### src/design/cpt_div.sv
// Pipelined restoring divider, one quotient bit per stage, with side payload.
`default_nettype none
module cpt_div #(
  parameter int QBITS = 32,
  parameter int PW    = 1
) (
  input  wire logic             clk,
  input  wire logic             rst,
  input  wire logic             in_vld,
  input  wire logic [31:0]      in_hi,
  input  wire logic [QBITS-1:0] in_lo,
  input  wire logic [31:0]      in_d,
  input  wire logic [PW-1:0]    in_pay,
  output logic                  out_vld,
  output logic [QBITS-1:0]      out_q,
  output logic                  out_ovf,
  output logic [PW-1:0]         out_pay
);

  logic             vld [QBITS];
  logic [31:0]      rem [QBITS];
  logic [QBITS-1:0] lq  [QBITS];
  logic             ovf [QBITS];
  logic [PW-1:0]    pay [QBITS];

  for (genvar k = 0; k < QBITS; k++) begin : g_stage
    logic             vld_prev;
    logic [31:0]      rem_prev;
    logic [QBITS-1:0] lq_prev;
    logic             ovf_prev;
    logic [PW-1:0]    pay_prev;
    logic [32:0]      trial;
    logic [32:0]      diff;
    logic             qbit;

    if (k == 0) begin : g_first
      assign vld_prev = in_vld;
      assign rem_prev = in_hi;
      assign lq_prev  = in_lo;
      assign ovf_prev = (in_hi >= in_d);
      assign pay_prev = in_pay;
    end else begin : g_next
      assign vld_prev = vld[k-1];
      assign rem_prev = rem[k-1];
      assign lq_prev  = lq[k-1];
      assign ovf_prev = ovf[k-1];
      assign pay_prev = pay[k-1];
    end

    assign trial = {rem_prev, lq_prev[QBITS-1]};
    assign diff  = trial - {1'b0, in_d};
    assign qbit  = ~diff[32];

    always_ff @(posedge clk) begin
      if (rst) begin
        vld[k] <= 1'b0;
      end else begin
        vld[k] <= vld_prev;
      end
      rem[k] <= qbit ? diff[31:0] : trial[31:0];
      lq[k]  <= {lq_prev[QBITS-2:0], qbit};
      ovf[k] <= ovf_prev;
      pay[k] <= pay_prev;
    end
  end

  assign out_vld = vld[QBITS-1];
  assign out_q   = lq[QBITS-1];
  assign out_ovf = ovf[QBITS-1];
  assign out_pay = pay[QBITS-1];

endmodule
`default_nettype wire

### config.mk
export PLATFORM = sky130hd
export DESIGN_NAME = cpt_div
export DESIGN_NICKNAME = d
export VERILOG_FILES = /design/src/design/cpt_div.sv
export SDC_FILE = /design/constraint.sdc
export NUM_CORES = 2
export LEC_CHECK = 0
export BUFFER_PORTS_ARGS = -buffer_cell sky130_fd_sc_hd__buf_2
export CORE_UTILIZATION = 65
export CTS_CLUSTER_DIAMETER = 50
export CTS_CLUSTER_SIZE = 20
export DETAILED_ROUTE_END_ITERATION = 10
export MAX_ROUTING_LAYER = met4
export PLACE_DENSITY = 0.82
export SYNTH_ARGS = -nofsm -noshare
export SYNTH_HDL_FRONTEND = slang
export SYNTH_SLANG_ARGS = --single-unit
### constraint.sdc
create_clock -name clk -period 10.47 [get_ports clk]
set_input_delay 3.141 -clock clk [delete_from_list [all_inputs] [get_ports clk]]
set_output_delay 3.141 -clock clk [all_outputs]
set_load 0.03 [all_outputs]
==> run metrics <==
Synth cell types 105; wire length of the first global-routing pass 412000 um; detailed placer's ending HPWL 189000 um; critical path class primary input to flop; clk root buf clkbuf_16; clock buffer count from CTS 184; Placer Congestion 0.982; initial drt markers 6211; Worst Path Required 11220 ps; type of element capturing the critical path flop; Die X 405 um; DR pass1 iterations 6; Crit. Startpoint in_d[0]; Mapped Nets 11800; Worst Path Max Fanout 39; Die Y 405 um; Lkg Pwr 50.5 nW; Hold-fix buffers, CTS 0; ys flop type dfxtp_1; Max Slew Vio Count 0; cell area after synthesis 0.106 mm2; Post-synth EDFFs 0; run status complete, no violations; Max-Cap Viols 0; pre-CTS setup slack 2450 ps; post-route design area 0.115 mm2; Hold WC Path Type flop to flop; initial antenna violation count 13; number of I/O pins 135; CORE AREA 0.161 mm2; Final period util 69.7%; critical path startpoint category primary input; # Post-CTS Setup Buffers 0; leading cell type in the layout, fill and taps excluded dfxtp_1; worst setup margin 3170 ps; # nets final 11900; routed length per placed instance 20.0 um; clk buf depth 3; Post-DP Area 0.109 mm2; Pwr Total 46.9 mW; most frequent cells in the layout 2112 x dfxtp_1, 1055 x ha_1, 879 x a21oi_1, 784 x mux2_2, 560 x o21ai_0; via count 80700; Setup violations, final 0; flop2flop setup slack 5780 ps; post-route ant nets 0; Area Growth Syn to Fin 8.79%; clk_lat worst skew 880 ps; Final Skew 46.9 ps; Sink Count 2112; final hold slack 313 ps; standard-cell row count 147; RSZ-0062 raised after global routing no; number of global-route vias before repair 79200; Max VDD drop 0.408 mV; synth warn 0; Max Freq 137 MHz; Seq cells post-synth 2112; syn_area_per_cell 9.99 um2; Slew headroom 19.3%; Initial Util 65.6%; H-tree levels 4; Hold Crit Start lq[1][257]; die area 0.164 mm2; Reg clk slew, reported paths 70 ps; DRT Wirelength 260000 um; Min Clock Period, post-route 7300 ps; Final Hold Vio Count 0; Worst Path Arrival 8050 ps; pwr/cell area 408 mW/mm2; Post-synth ARST share 0%; via/cell ratio 6.20; fraction of layout cells with a size suffix above 1 13.7%; Total Routing Usage GR 31.9%; total grt overflow 0; DRC 0; largest net degree at the start of global routing 66; register area share after synthesis 40.0%; Worst Tran Pin Value 1180 ps; Gate Count Post-Synth 10600; # resized after CTS 0; TritonCTS clock tree built; TNS Setup 0 ps; RR Startpoint lq[0][127]; Buffers on Ports 134
-- kinds of logic (layout without fill, tap and decap cells) --
kind of cell / count (synthesis) / in the layout / share of synthesized area (%)
AOI/OAI and AO/OA: 2925 / 2925 / 17.9
and+or+nand+nor: 2120 / 2120 / 9.84
DFF: 2112 / 2112 / 40.0
adders and majority gates: 1086 / 1086 / 13.1
muxes: 933 / 933 / 10.0
xor gates and xnor gates: 845 / 845 / 7.03
buffers and inverters: 566 / 819 / 2.21
other: 0 / 4 / 0
-- final cells by class --
cell class                      instances  area (um2)
Antenna cell                            4        10.0
Clock buffer                          200        4730
Clock inverter                        111        1510
Fill cell                           11800       46100
Inverter                              302        1130
Multi-Input combinational cell       7909       61500
Sequential cell                      2112       42300
Tap cell                             2160        2700
Timing Repair Buffer                  206        1230
-- critical path, stage by stage --
cell and delay (ps):
buf_2 220, buf_4 270, buf_4 250, ha_1 250, fa_1 420, nor2b_1 160, o31a_1 220, o311ai_0 220
a2111oi_0 1040, o21ai_0 410, a31oi_1 370, mux2i_1 140, nand2_1 90, buf_4 400, mux2_2 400
-- cells in the mapped netlist (all sizes together), types with 121 or more instances --
library cell / count / area, um2
dfxtp: 2112 / 42300
nand3: 207 / 1040
o21ai: 580 / 2900
xnor2: 559 / 4910
mux2: 837 / 9620
nor2b: 178 / 1120
ha: 1055 / 13200
o21a: 180 / 1350
inv: 302 / 1130
a21o: 447 / 3360
nor2: 514 / 1930
xor2: 286 / 2520
nand2b: 121 / 757
clkbuf: 167 / 627
a21oi: 880 / 4410
nand2: 544 / 2040
-- per-stage QoR --
stage,instances,utilization [%]
2_1_floorplan,10600,-
3_3_place_gp,12700,67.5
3_5_place_dp,12700,67.5
4_1_cts,13000,71.4
5_1_grt,13000,71.4
6_report,13000,71.4
-- power breakdown --
part	leakage [nW]	switching, mW	internal [mW]
clock network	3.01	3.35	3.63
logic	29.6	13.5	12.8
registers	17.8	1.94	11.6
total	50.5	18.8	28.1
-- metal layers --
layer | global-route usage [%] | share of wire, % | routed length, um | up-vias
li1 | - | - | - | 38800
met1 | 38.8 | 42 | 109000 | 38300
met2 | 51.9 | 46 | 120000 | 2825
met3 | 4.27 | 6.4 | 16800 | 774
met4 | 15.7 | 5.3 | 13700 | 0
met5 | - | 0 | 0 | -
-- final timing paths --
check | endpoint | cells past startpoint
max | rem[0][163] | 15
min | lq[1][290] | 0
max reg2reg | rem[0][130] | 13
min reg2reg | lq[1][290] | 0
-- sequential cells by signal, summed over array words and instances (netlist names) --
signal and cells:
lq 1024, rem 992, ovf 32, pay 32
vld 32
Note: power is estimated with default switching activity, not from simulation.
